## src/jpeg_huffman_table_decoder_top_defines.svh

```systemverilog
// ----------------------------------------------------------------------------
// jpeg huffman table decoder assertion macros
// shared assertion forms, clocked on aclk and disabled during reset
// ----------------------------------------------------------------------------
`ifndef JPEG_HUFFMAN_TABLE_DECODER_TOP_DEFINES_SVH
`define JPEG_HUFFMAN_TABLE_DECODER_TOP_DEFINES_SVH

// same-cycle implication
`define JHTD_ASSERT_IMP(label, ante, cons, msg) \
    label: assert property (@(posedge aclk) disable iff (!aresetn) \
        (ante) |-> (cons)) else $error(msg);

// next-cycle implication
`define JHTD_ASSERT_NXT(label, ante, cons, msg) \
    label: assert property (@(posedge aclk) disable iff (!aresetn) \
        (ante) |=> (cons)) else $error(msg);

`endif

```

## src/jhtd_pkg.sv

```systemverilog
// ----------------------------------------------------------------------------
// jhtd_pkg
// constants, codes and types of the canonical huffman table decoder
// ----------------------------------------------------------------------------
package jhtd_pkg;

    localparam int MAX_CODE_LEN = 16;
    localparam int MAX_SYMBOLS  = 256;

    localparam int CMD_W    = 3;
    localparam int LIDX_W   = 5;
    localparam int SYM_W    = 8;
    localparam int STATUS_W = 3;
    localparam int CLEN_W   = 5;

    localparam int LEN_AW   = $clog2(MAX_CODE_LEN);
    localparam int SYM_AW   = $clog2(MAX_SYMBOLS);
    localparam int LOADED_W = $clog2(MAX_SYMBOLS + 2);
    localparam int CODE_W   = MAX_CODE_LEN + 2;
    localparam int FC_W     = MAX_CODE_LEN + 1;
    localparam int FI_W     = SYM_AW + 1;
    localparam int TOTAL_W  = SYM_W + LEN_AW;

    localparam logic [CMD_W-1:0] CMD_CLEAR    = 3'd0;
    localparam logic [CMD_W-1:0] CMD_LOAD_CNT = 3'd1;
    localparam logic [CMD_W-1:0] CMD_LOAD_SYM = 3'd2;
    localparam logic [CMD_W-1:0] CMD_FINISH   = 3'd3;
    localparam logic [CMD_W-1:0] CMD_DECODE   = 3'd4;

    localparam logic [STATUS_W-1:0] ST_OK        = 3'd0;
    localparam logic [STATUS_W-1:0] ST_TOO_MANY  = 3'd1;
    localparam logic [STATUS_W-1:0] ST_OVERFLOW  = 3'd2;
    localparam logic [STATUS_W-1:0] ST_TOO_FEW   = 3'd3;
    localparam logic [STATUS_W-1:0] ST_INVALID   = 3'd4;
    localparam logic [STATUS_W-1:0] ST_NOT_READY = 3'd5;

    // one row per code length
    typedef struct packed {
        logic [FC_W-1:0]  first_code;
        logic [FI_W-1:0]  first_index;
        logic [SYM_W-1:0] take;
    } tbl_entry_t;

endpackage

```

## src/jpeg_huffman_table_decoder_top.sv

```systemverilog
// latency: clear/load/no-op beats answer 2 cycles after accept, a decode beat 2 to 4
// cycles (table row read, then symbol memory read), finish 2 to 18 cycles (one length a cycle)
// throughput: one beat per 2 cycles at best; the input waits while the length walk or
// the two memory reads of a decode run, and one result may wait in the output register
// reset: aresetn synchronous active low; clears counts, fill count, flags and handshake
// state; symbol and table memories are not cleared (only rows written by a build are read)
// ----------------------------------------------------------------------------
// jpeg_huffman_table_decoder_top
// canonical huffman table build and bit-serial decode over two synchronous memories
// ----------------------------------------------------------------------------
`include "jpeg_huffman_table_decoder_top_defines.svh"

module jpeg_huffman_table_decoder_top (
    input  logic                            aclk,
    input  logic                            aresetn,
    input  logic                            s_valid,
    output logic                            s_ready,
    input  logic [jhtd_pkg::CMD_W-1:0]      s_command,
    input  logic [jhtd_pkg::LIDX_W-1:0]     s_length_index,
    input  logic [jhtd_pkg::SYM_W-1:0]      s_count,
    input  logic [jhtd_pkg::SYM_W-1:0]      s_symbol_in,
    input  logic                            s_bit_req,
    output logic                            m_valid,
    input  logic                            m_ready,
    output logic [jhtd_pkg::STATUS_W-1:0]   m_status,
    output logic                            m_symbol_valid,
    output logic [jhtd_pkg::SYM_W-1:0]      m_symbol,
    output logic [jhtd_pkg::CLEN_W-1:0]     m_cw_length
);
    import jhtd_pkg::*;

    typedef enum logic [2:0] {
        S_IDLE,
        S_EXEC,
        S_BUILD,
        S_DEC_CMP,
        S_DEC_SYM
    } state_t;

    state_t state_reg;

    // latched input beat
    logic [CMD_W-1:0]  cmd_reg;
    logic [LIDX_W-1:0] lidx_reg;
    logic [SYM_W-1:0]  cnt_reg;
    logic [SYM_W-1:0]  sym_in_reg;
    logic              bit_reg;

    // table state
    logic [SYM_W-1:0]    counts_reg [MAX_CODE_LEN];
    logic [LOADED_W-1:0] loaded_reg;
    logic [MAX_CODE_LEN-1:0] last_code_reg;
    logic [CLEN_W-1:0]   longest_reg;
    logic [MAX_CODE_LEN-1:0] partial_code_reg;
    logic [CLEN_W-1:0]   partial_length_reg;
    logic                table_ready_reg;
    logic                decode_error_reg;

    // length walk
    logic [LEN_AW-1:0]   walk_idx_reg;
    logic [CODE_W-1:0]   code_reg;
    logic [FI_W-1:0]     index_reg;
    logic [LOADED_W-1:0] left_reg;
    logic [TOTAL_W-1:0]  total_reg;

    // output register
    logic                m_valid_reg;
    logic [STATUS_W-1:0] m_status_reg;
    logic                m_symbol_valid_reg;
    logic [SYM_W-1:0]    m_symbol_reg;
    logic [CLEN_W-1:0]   m_cw_length_reg;

    // memories
    logic [SYM_W-1:0] sym_mem [MAX_SYMBOLS];
    tbl_entry_t       tbl_mem [MAX_CODE_LEN];
    logic [SYM_W-1:0] sym_rd_reg;
    tbl_entry_t       tbl_rd_reg;

    logic              sym_we;
    logic              sym_re;
    logic [SYM_AW-1:0] sym_ra;
    logic              tbl_we;
    logic              tbl_re;
    tbl_entry_t        tbl_wd;

    logic out_free;
    logic m_load;

    // walk step
    logic [SYM_W-1:0]    w_cnt;
    logic [SYM_W-1:0]    w_take;
    logic [CODE_W-1:0]   w_sum;
    logic [CODE_W-1:0]   w_limit;
    logic                w_overflow;
    logic                w_last;
    logic                w_go;
    logic [LOADED_W-1:0] w_left_after;
    logic [TOTAL_W-1:0]  w_total_after;
    logic [STATUS_W-1:0] w_final_status;

    // decode step
    logic [CLEN_W-1:0]       d_len;
    logic [MAX_CODE_LEN-1:0] d_v;
    logic [CODE_W-1:0]       d_end;
    logic                    d_hit;
    logic                    d_prefix_ok;
    logic [CLEN_W-1:0]       d_shift;
    logic                    d_lookup;

    assign out_free = !m_valid_reg || m_ready;
    assign s_ready  = (state_reg == S_IDLE);

    assign m_valid        = m_valid_reg;
    assign m_status       = m_status_reg;
    assign m_symbol_valid = m_symbol_valid_reg;
    assign m_symbol       = m_symbol_reg;
    assign m_cw_length    = m_cw_length_reg;

    always_comb begin
        w_cnt   = counts_reg[walk_idx_reg];
        w_take  = ({1'b0, w_cnt} < left_reg) ? w_cnt : left_reg[SYM_W-1:0];
        w_sum   = code_reg + CODE_W'(w_take);
        w_limit = CODE_W'(1) << (CODE_W'(walk_idx_reg) + CODE_W'(1));
        w_overflow    = (w_sum > w_limit);
        w_last        = (walk_idx_reg == LEN_AW'(MAX_CODE_LEN - 1));
        w_go          = !(w_overflow || w_last) || out_free;
        w_left_after  = left_reg - LOADED_W'(w_take);
        w_total_after = total_reg + TOTAL_W'(w_cnt);
        if (w_left_after != '0) begin
            w_final_status = ST_TOO_MANY;
        end else if (w_total_after > TOTAL_W'(loaded_reg)) begin
            w_final_status = ST_TOO_FEW;
        end else begin
            w_final_status = ST_OK;
        end
        tbl_wd.first_code  = code_reg[FC_W-1:0];
        tbl_wd.first_index = index_reg;
        tbl_wd.take        = w_take;
    end

    always_comb begin
        d_len       = partial_length_reg + CLEN_W'(1);
        d_v         = {partial_code_reg[MAX_CODE_LEN-2:0], bit_reg};
        d_end       = CODE_W'(tbl_rd_reg.first_code) + CODE_W'(tbl_rd_reg.take);
        d_hit       = (FC_W'(d_v) >= tbl_rd_reg.first_code) && (CODE_W'(d_v) < d_end);
        d_shift     = longest_reg - d_len;
        d_prefix_ok = (d_len < longest_reg) && (d_v <= (last_code_reg >> d_shift));
        d_lookup    = table_ready_reg && !decode_error_reg && (d_len <= longest_reg);
        sym_ra      = tbl_rd_reg.first_index[SYM_AW-1:0]
                      + (d_v[SYM_AW-1:0] - tbl_rd_reg.first_code[SYM_AW-1:0]);
    end

    // a result beat is loaded into the output register
    always_comb begin
        case (state_reg)
            S_EXEC: begin
                m_load = out_free
                         && !((cmd_reg == CMD_FINISH) && (loaded_reg <= LOADED_W'(MAX_SYMBOLS)))
                         && !((cmd_reg == CMD_DECODE) && d_lookup);
            end
            S_BUILD: begin
                m_load = w_go && (w_overflow || w_last);
            end
            S_DEC_CMP: begin
                m_load = !d_hit && out_free;
            end
            S_DEC_SYM: begin
                m_load = out_free;
            end
            default: begin
                m_load = 1'b0;
            end
        endcase
    end

    assign sym_we = (state_reg == S_EXEC) && out_free && (cmd_reg == CMD_LOAD_SYM)
                    && (loaded_reg < LOADED_W'(MAX_SYMBOLS));
    assign sym_re = (state_reg == S_DEC_CMP) && d_hit;
    assign tbl_we = (state_reg == S_BUILD) && w_go && !w_overflow;
    assign tbl_re = (state_reg == S_EXEC) && out_free && (cmd_reg == CMD_DECODE) && d_lookup;

    always_ff @(posedge aclk) begin
        if (sym_we) begin
            sym_mem[loaded_reg[SYM_AW-1:0]] <= sym_in_reg;
        end
        if (sym_re) begin
            sym_rd_reg <= sym_mem[sym_ra];
        end
    end

    always_ff @(posedge aclk) begin
        if (tbl_we) begin
            tbl_mem[walk_idx_reg] <= tbl_wd;
        end
        if (tbl_re) begin
            tbl_rd_reg <= tbl_mem[partial_length_reg[LEN_AW-1:0]];
        end
    end

    always_ff @(posedge aclk) begin
        if (!aresetn) begin
            state_reg          <= S_IDLE;
            m_valid_reg        <= 1'b0;
            loaded_reg         <= '0;
            last_code_reg      <= '0;
            longest_reg        <= '0;
            partial_code_reg   <= '0;
            partial_length_reg <= '0;
            table_ready_reg    <= 1'b0;
            decode_error_reg   <= 1'b0;
            for (int i = 0; i < MAX_CODE_LEN; i++) begin
                counts_reg[i] <= '0;
            end
        end else begin
            if (m_load) begin
                m_valid_reg <= 1'b1;
            end else if (m_ready) begin
                m_valid_reg <= 1'b0;
            end
            case (state_reg)
                S_IDLE: begin
                    if (s_valid) begin
                        cmd_reg    <= s_command;
                        lidx_reg   <= s_length_index;
                        cnt_reg    <= s_count;
                        sym_in_reg <= s_symbol_in;
                        bit_reg    <= s_bit_req;
                        state_reg  <= S_EXEC;
                    end
                end
                S_EXEC: begin
                    if (out_free) begin
                        m_symbol_valid_reg <= 1'b0;
                        m_symbol_reg       <= '0;
                        case (cmd_reg)
                            CMD_CLEAR: begin
                                m_status_reg    <= ST_OK;
                                m_cw_length_reg <= '0;
                                state_reg       <= S_IDLE;
                                for (int i = 0; i < MAX_CODE_LEN; i++) begin
                                    counts_reg[i] <= '0;
                                end
                                loaded_reg         <= '0;
                                table_ready_reg    <= 1'b0;
                                decode_error_reg   <= 1'b0;
                                partial_code_reg   <= '0;
                                partial_length_reg <= '0;
                            end
                            CMD_LOAD_CNT: begin
                                m_status_reg    <= ST_OK;
                                m_cw_length_reg <= '0;
                                state_reg       <= S_IDLE;
                                if (lidx_reg != '0
                                    && lidx_reg <= LIDX_W'(MAX_CODE_LEN)) begin
                                    counts_reg[LEN_AW'(lidx_reg - LIDX_W'(1))] <= cnt_reg;
                                    table_ready_reg    <= 1'b0;
                                    partial_code_reg   <= '0;
                                    partial_length_reg <= '0;
                                end
                            end
                            CMD_LOAD_SYM: begin
                                m_status_reg    <= ST_OK;
                                m_cw_length_reg <= '0;
                                state_reg       <= S_IDLE;
                                if (loaded_reg <= LOADED_W'(MAX_SYMBOLS)) begin
                                    loaded_reg <= loaded_reg + LOADED_W'(1);
                                end
                                table_ready_reg    <= 1'b0;
                                partial_code_reg   <= '0;
                                partial_length_reg <= '0;
                            end
                            CMD_FINISH: begin
                                m_cw_length_reg    <= '0;
                                last_code_reg      <= '0;
                                longest_reg        <= '0;
                                table_ready_reg    <= 1'b0;
                                decode_error_reg   <= 1'b0;
                                partial_code_reg   <= '0;
                                partial_length_reg <= '0;
                                if (loaded_reg > LOADED_W'(MAX_SYMBOLS)) begin
                                    m_status_reg <= ST_TOO_MANY;
                                    state_reg    <= S_IDLE;
                                end else begin
                                    m_status_reg <= ST_OK;
                                    walk_idx_reg <= '0;
                                    code_reg     <= '0;
                                    index_reg    <= '0;
                                    left_reg     <= loaded_reg;
                                    total_reg    <= '0;
                                    state_reg    <= S_BUILD;
                                end
                            end
                            CMD_DECODE: begin
                                if (!table_ready_reg) begin
                                    m_status_reg       <= ST_NOT_READY;
                                    m_cw_length_reg    <= '0;
                                    state_reg          <= S_IDLE;
                                    decode_error_reg   <= 1'b1;
                                    partial_code_reg   <= '0;
                                    partial_length_reg <= '0;
                                end else if (decode_error_reg) begin
                                    m_status_reg    <= ST_INVALID;
                                    m_cw_length_reg <= '0;
                                    state_reg       <= S_IDLE;
                                end else if (!d_lookup) begin
                                    m_status_reg       <= ST_INVALID;
                                    m_cw_length_reg    <= d_len;
                                    state_reg          <= S_IDLE;
                                    decode_error_reg   <= 1'b1;
                                    partial_code_reg   <= '0;
                                    partial_length_reg <= '0;
                                end else begin
                                    m_status_reg    <= ST_OK;
                                    m_cw_length_reg <= '0;
                                    state_reg       <= S_DEC_CMP;
                                end
                            end
                            default: begin
                                m_status_reg    <= ST_OK;
                                m_cw_length_reg <= '0;
                                state_reg       <= S_IDLE;
                            end
                        endcase
                    end
                end
                S_BUILD: begin
                    if (w_go) begin
                        if (w_overflow) begin
                            m_status_reg       <= ST_OVERFLOW;
                            m_symbol_valid_reg <= 1'b0;
                            m_symbol_reg       <= '0;
                            m_cw_length_reg    <= '0;
                            state_reg          <= S_IDLE;
                        end else begin
                            if (w_take != '0) begin
                                last_code_reg <= MAX_CODE_LEN'(w_sum - CODE_W'(1));
                                longest_reg   <= CLEN_W'(walk_idx_reg) + CLEN_W'(1);
                            end
                            code_reg     <= w_sum << 1;
                            index_reg    <= index_reg + FI_W'(w_take);
                            left_reg     <= w_left_after;
                            total_reg    <= w_total_after;
                            walk_idx_reg <= walk_idx_reg + LEN_AW'(1);
                            if (w_last) begin
                                m_status_reg       <= w_final_status;
                                m_symbol_valid_reg <= 1'b0;
                                m_symbol_reg       <= '0;
                                m_cw_length_reg    <= '0;
                                table_ready_reg    <= (w_final_status == ST_OK);
                                state_reg          <= S_IDLE;
                            end
                        end
                    end
                end
                S_DEC_CMP: begin
                    if (d_hit) begin
                        state_reg <= S_DEC_SYM;
                    end else if (out_free) begin
                        m_symbol_valid_reg <= 1'b0;
                        m_symbol_reg       <= '0;
                        m_cw_length_reg    <= d_len;
                        state_reg          <= S_IDLE;
                        if (d_prefix_ok) begin
                            m_status_reg       <= ST_OK;
                            partial_code_reg   <= d_v;
                            partial_length_reg <= d_len;
                        end else begin
                            m_status_reg       <= ST_INVALID;
                            decode_error_reg   <= 1'b1;
                            partial_code_reg   <= '0;
                            partial_length_reg <= '0;
                        end
                    end
                end
                S_DEC_SYM: begin
                    if (out_free) begin
                        m_status_reg       <= ST_OK;
                        m_symbol_valid_reg <= 1'b1;
                        m_symbol_reg       <= sym_rd_reg;
                        m_cw_length_reg    <= d_len;
                        partial_code_reg   <= '0;
                        partial_length_reg <= '0;
                        state_reg          <= S_IDLE;
                    end
                end
                default: begin
                    state_reg <= S_IDLE;
                end
            endcase
        end
    end

    `JHTD_ASSERT_IMP(a_sym_status_ok, m_valid_reg && m_symbol_valid_reg,
        m_status_reg == ST_OK, "symbol beat without ok status")
    `JHTD_ASSERT_IMP(a_partial_below_longest, partial_length_reg != '0,
        partial_length_reg < longest_reg, "gathered code not shorter than longest code")
    `JHTD_ASSERT_IMP(a_ready_from_build, $rose(table_ready_reg),
        $past(state_reg) == S_BUILD, "table ready set outside the length walk")
    `JHTD_ASSERT_IMP(a_loaded_bound, 1'b1,
        loaded_reg <= LOADED_W'(MAX_SYMBOLS + 1), "symbol fill count past its bound")

endmodule
```

## config.mk

```make
export PLATFORM = sky130hd
export DESIGN_NAME = jpeg_huffman_table_decoder_top
export DESIGN_NICKNAME = d
export VERILOG_FILES = /design/src/jhtd_pkg.sv /design/src/jpeg_huffman_table_decoder_top.sv
export VERILOG_INCLUDE_DIRS = /design/src /design/src/src
export SDC_FILE = /design/constraint.sdc
export NUM_CORES = 2
export LEC_CHECK = 0
export BUFFER_PORTS_ARGS = -buffer_cell sky130_fd_sc_hd__buf_2
export CAP_MARGIN = 0
export CORE_MARGIN = 5
export CORE_UTILIZATION = 55
export CTS_CLUSTER_SIZE = 8
export DETAILED_ROUTE_END_ITERATION = 16
export GPL_TIMING_DRIVEN = 0
export HOLD_SLACK_MARGIN = 0.1
export PLACE_DENSITY = 0.76
export SETUP_SLACK_MARGIN = 0.3
export SLEW_MARGIN = 20
export SYNTH_ARGS = -nofsm -noshare
export SYNTH_HDL_FRONTEND = slang
export SYNTH_SLANG_ARGS = --single-unit
```

## constraint.sdc

```tcl
create_clock -name aclk -period 29.2 [get_ports aclk]
set_input_delay 1.46 -clock aclk [delete_from_list [all_inputs] [get_ports aclk]]
set_output_delay 1.46 -clock aclk [all_outputs]
set_load 0.05 [all_outputs]
```

Word-level counts from Yosys, hierarchy flattened
Memories as Yosys holds them, arrays and structs flattened. A register that Yosys moved wholly into a read port is not among the register bits.
Cells that the tools add are included.
{"block": "word_totals", "ram_bits": 2720, "mem_bits_ro": 0, "ff_bits": 150, "latchBits": 0, "out_inout_bits": 19, "memories": 3}
{"block": "op_classes", "mul": 0, "eq_ne": 29, "order_cmp": 12, "n_reduce_logical": 55, "shift": 2, "n_addsub": 15, "muxes": 176, "div": 0, "n_bitwise": 16}
{"name": "sym_mem", "depth": 256, "word_bits": 8, "read_ports": 1, "rd_ports_with_merged_regs": 1, "write_ports": 1, "line": "jpeg_huffman_table_decoder_top.sv:74", "rtl": "logic [SYM_W-1:0] sym_mem [MAX_SYMBOLS];"}
{"name": "tbl_mem", "depth": 16, "word_bits": 34, "read_ports": 1, "rd_ports_with_merged_regs": 1, "write_ports": 1, "line": "jpeg_huffman_table_decoder_top.sv:75", "rtl": "tbl_entry_t tbl_mem [MAX_CODE_LEN];"}
{"name": "counts_reg", "depth": 16, "word_bits": 8, "read_ports": 1, "rd_ports_with_merged_regs": 1, "write_ports": 16, "line": "jpeg_huffman_table_decoder_top.sv:50", "rtl": "logic [SYM_W-1:0] counts_reg [MAX_CODE_LEN];"}
{"cell": "8-bit 2-to-1 mux", "count": 24}
{"cell": "15-bit 2-to-1 mux", "count": 9}
{"cell": "5-bit 2-to-1 mux", "count": 24}
{"cell": "9-bit 2-to-1 mux", "count": 11}
{"cell": "18-bit 2-to-1 mux", "count": 5}
{"cell": "15-bit case mux with 3 select lines", "count": 2}
{"cell": "16-bit 2-to-1 mux", "count": 5}
{"cell": "12-bit 2-to-1 mux", "count": 5}
{"cell": "3-bit 2-to-1 mux", "count": 19}
{"cell": "9-bit case mux with 2 select lines", "count": 3}
{"cell": "1-bit 2-to-1 mux", "count": 38}
{"cell": "18-bit case mux with 2 select lines", "count": 1}
{"cell": "16-bit case mux with 2 select lines", "count": 1}
{"cell": "8-bit case mux with 4 select lines", "count": 1}
{"cell": "5-bit case mux with 3 select lines", "count": 2}
{"cell": "4-bit 2-to-1 mux", "count": 7}
{"cell": "12-bit case mux with 2 select lines", "count": 1}
{"cell": "6-bit AND reduction", "count": 4}
{"cell": "2-bit != test (second input constant)", "count": 11}
{"cell": "5-bit case mux with 4 select lines", "count": 1}
{"cell": "1-bit logical AND", "count": 19}
{"cell": "17-bit by 8-bit adder with 18-bit output", "count": 1}
{"cell": "18-bit by 8-bit adder with 18-bit output", "count": 1}
{"cell": "18-bit > comparator", "count": 1}
{"cell": "61 further kinds", "count": 109}

Depth between registers and ports, before layout
{"block": "logic_depth", "depth_word": 11, "mapped_depth": 32, "depth_no_buf": 27}

Worst setup path after synthesis
OpenSTA, ideal clock, no wires.
{"block": "synth_path", "path_kind": "register to register", "start": "register with a tool-made name", "end": "memory tbl_mem[11][0] (netlist bit), enable pin", "period_less_slack_ns": 10.126, "t_arrival_ns": 9.624, "required_ns": 28.698, "path_slack_ns": 19.074, "path_stages_with_launch": 31, "setup_time_ns": 0.502, "cell_sequence": "dfxtp_1 buf_6 buf_12 buf_4 mux4_2 a22oi_1 nand2_1 ha_1 a2111oi_0 o21ai_0 and3_1 nor2_2 clkbuf_1 nand2_1 o21ai_0 ha_1 fa_1 a211oi_4 o21ai_0 a21oi_1 nor3b_1 xnor2_1 inv_1 ha_1 nand4_1 nor4b_1 nand4_1 mux2_2 nand2_1 a21oi_1 nor4_1"}
{"item": "to (decl)", "line": "jpeg_huffman_table_decoder_top.sv:75"}

==> impl_metrics.py <==
metrics = {
    "critical_path": {
        "r2r_slack_ps": 18970,
        "critPathCaptureType": "flop",
        "path_max_fanout": 18,
        "crit_type": "reg -> reg",
        "arrival_ps": 10880,
        "crit_path_max_incr_delay_ps": 920,
        "crit_path_start_kind": "flop",
        "crit_path_top_delay_cell": "mux2i_1",
        "worstPathRequired_ps": 29850,
        "crit_top_cell": "ha_1",
    },
    "die": {
        "die-area_um2": 223000,
        "initial_utilization": 0.554,
        "core_um2": 213000,
        "die_y_um": 473,
        "fp-row-count": 169,
        "die_width_um": 473,
        "io_pins": 48,
    },
    "logic_synthesis": {
        "ys_ff_latch": 2880,
        "synth_edf_count": 2820,
        "synthDistinctLibCells": 105,
        "synthSimpleGateAreaFrac": 0.0404,
        "ys_seq_area_frac": 0.730,
        "synth-xor-area-share": 0.00586,
        "synth_flop_cell": "edfxtp_1",
        "synth_fa_ha_area_frac": 0.0172,
        "postSynth.asyncResetShare": 0,
        "syn_inst": 5815,
        "synth-compound-area-share": 0.0212,
        "netlist_area_um2": 118000,
        "synth_top_family_by_area": "multiplexers",
        "ys_warn_count": 0,
        "avgSynthCellArea_um2": 20.2,
        "synth_nets": 5998,
        "synthMuxAreaShare": 0.171,
    },
    "layout": {
        "final_cells": 9319,
        "final_cell_area_um2": 135000,
        "num-nets-final": 6609,
        "multi_input_area_um2": 30200,
        "fillers": 13600,
        "drive_above_1_share": 0.266,
        "largest_register_ffs": 2048,
        "register_area_um2": 85900,
        "layout_common_cells": "edfxtp_1 (2820), mux4_2 (826), clkbuf_16 (415)",
        "final_common_cell": "edfxtp_1",
        "syn_to_final_growth_pct": 14.8,
    },
    "clocking": {
        "ctsHoldBuffers": 0,
        "clk_latency_ps": 1000,
        "root_buffer": "clkbuf_16",
        "htree_levels": 5,
        "cts_max_path_buffers": 4,
        "cts_buffers": 411,
        "cts.clk_slew.worst_paths_ps": 50,
        "cts_tree": "built",
        "cts_setup_buffers": 0,
        "cts_sinks": 2880,
        "ctsResizeCount": 0,
    },
    "sta": {
        "final.hold.worst_slack_ps": 461,
        "setup_viol": 0,
        "period_share": 0.350,
        "finalWorstSetupSlack_ps": 18970,
        "min_period_ps": 10230,
        "tightest_slew_ps": 1270,
        "skew_ps": 118,
        "fin_tns_setup_ps": 0,
        "slew_headroom": 0.148,
        "rsz0062_at_grt": "false",
        "slew_viol_final": 0,
        "fmax_mhz": 97.7,
        "hold_viol": 0,
    },
    "detailed_routing": {
        "post-route-drc-count": 0,
        "viasPerCell": 7.21,
        "num_vias": 67200,
        "drtAntennaViolNets": 0,
        "firstDrtPassIters": 8,
        "avgRoutedWirePerCell_um": 39.9,
        "totalWireLength_um": 372000,
        "drtIter0Drc": 11700,
    },
    "worst_hold_path": {
        "hp-class": "reg -> reg",
    },
    "global_routing": {
        "grt_use_total": 0.331,
        "grt_pass1_wl_um": 513000,
        "grt_pass1_vias": 65700,
        "grt_start_max_net_pins": 33,
        "antenna_found_initial": 19,
        "grt.overflow.total": 0,
    },
    "placement": {
        "place_inst": 8834,
        "numPortBuffers": 47,
        "dpl.hpwl_um": 235000,
        "place_ws_ps": 19150,
        "place_area_um2": 124000,
        "place_congestion": 0.993,
    },
    "power_and_ir_drop": {
        "p_per_area_nw_per_um2": 70.8,
        "vdd_drop_max_v": 0.0000731,
        "p_leak_nw": 43.6,
    },
    "run_status": {
        "status": "completed",
    },
    "run": {
        "maxCapViolations": 0,
    },
}
==> cells by family after synthesis <==
family	Yosys count
buffers and inverters	395
adder cells (fa/ha/maj)	155
XOR/XNOR	77
flip-flops	2880
multiplexers	947
AO/OA/AOI/OAI	367
AND/OR/NAND/NOR	994
==> through the flow <==
step	utilization	total power [W]
2_1_floorplan	-	0.00513
3_3_place_gp	0.572	0.00539
3_5_place_dp	0.585	0.00543
4_1_cts	0.636	0.00953
5_1_grt	0.636	0.00977
6_report	0.636	0.00957
==> layer usage <==
metal | track usage | wire, µm | vias to the layer above
met4 | 0.201 | 29100 | 20
met3 | 0.128 | 56300 | 1507
met5 | 0.00171 | 218 | -
li1 | - | - | 25000
met1 | 0.416 | 120000 | 34100
met2 | 0.493 | 166000 | 6604
==> Yosys cell counts (6+ instances only) <==
master / count / area (µm²)
edfxtp_1: 2820 / 84700
mux4_2: 826 / 18600
nor2_1: 375 / 1410
nand2_1: 201 / 754
clkbuf_1: 172 / 646
and2_1: 171 / 1070
ha_1: 142 / 1780
inv_1: 101 / 379
o21ai_0: 89 / 445
mux2i_1: 86 / 861
a21oi_1: 78 / 390
buf_2: 64 / 320
dfxtp_1: 60 / 1200
nand3_1: 52 / 260
xnor2_1: 51 / 447
nand4_1: 41 / 257
nor3_1: 36 / 180
buf_1: 28 / 105
a21o_1: 26 / 195
xor2_1: 24 / 210
o21a_1: 22 / 165
and3_1: 20 / 125
nand2b_1: 18 / 113
nor2b_1: 18 / 113
a211oi_1: 17 / 128
mux2_2: 17 / 191
mux4_1: 14 / 368
a22oi_1: 13 / 97.6
o31ai_1: 13 / 97.6
fa_1: 12 / 240
nor4_1: 12 / 75.1
o22ai_1: 12 / 75.1
o211ai_1: 11 / 82.6
buf_6: 10 / 113
or3_1: 9 / 56.3
a21boi_0: 7 / 52.6
buf_4: 7 / 52.6
nand3b_1: 7 / 52.6
o21bai_1: 6 / 45.0
==> power by group <==
part,switching (W),total [W],internal [W]
combinational,0.000486,0.000745,0.000260
clock,0.00167,0.00418,0.00251
sequential,0.0000315,0.00465,0.00461
total,0.00219,0.00957,0.00738
==> final cells by class <==
cell class                 instances  area share
antenna                           12    0.000222
buffer                           291      0.0110
clock buffer                     461      0.0782
clock inverter                    12     0.00136
inverter                         104     0.00289
multi-input combinational       2540       0.223
sequential                      2880       0.636
tap                             2821      0.0261
timing repair buffer             198      0.0214
==> path summary, 6_finish.rpt <==
kind                     from               end  cells past startpoint
min          last_code_reg[0]  last_code_reg[0]                      2
max reg2reg              flop    tbl_mem[3][21]                     29
min reg2reg  last_code_reg[0]  last_code_reg[0]                      2
max                      flop    tbl_mem[3][21]                     29
==> critical path: cells and delay by family, from the launching register on <==
family	cells	cell delay [ps]
AOI/OAI and AO/OA	6	1410
xor gates and xnor gates	1	460
adders and majority gates	3	960
buffers and inverters	5	1660
DFF	1	490
muxes	3	1620
and+or+nand+nor	11	3370
No activity file was read; power rests on OpenSTA's default activity.
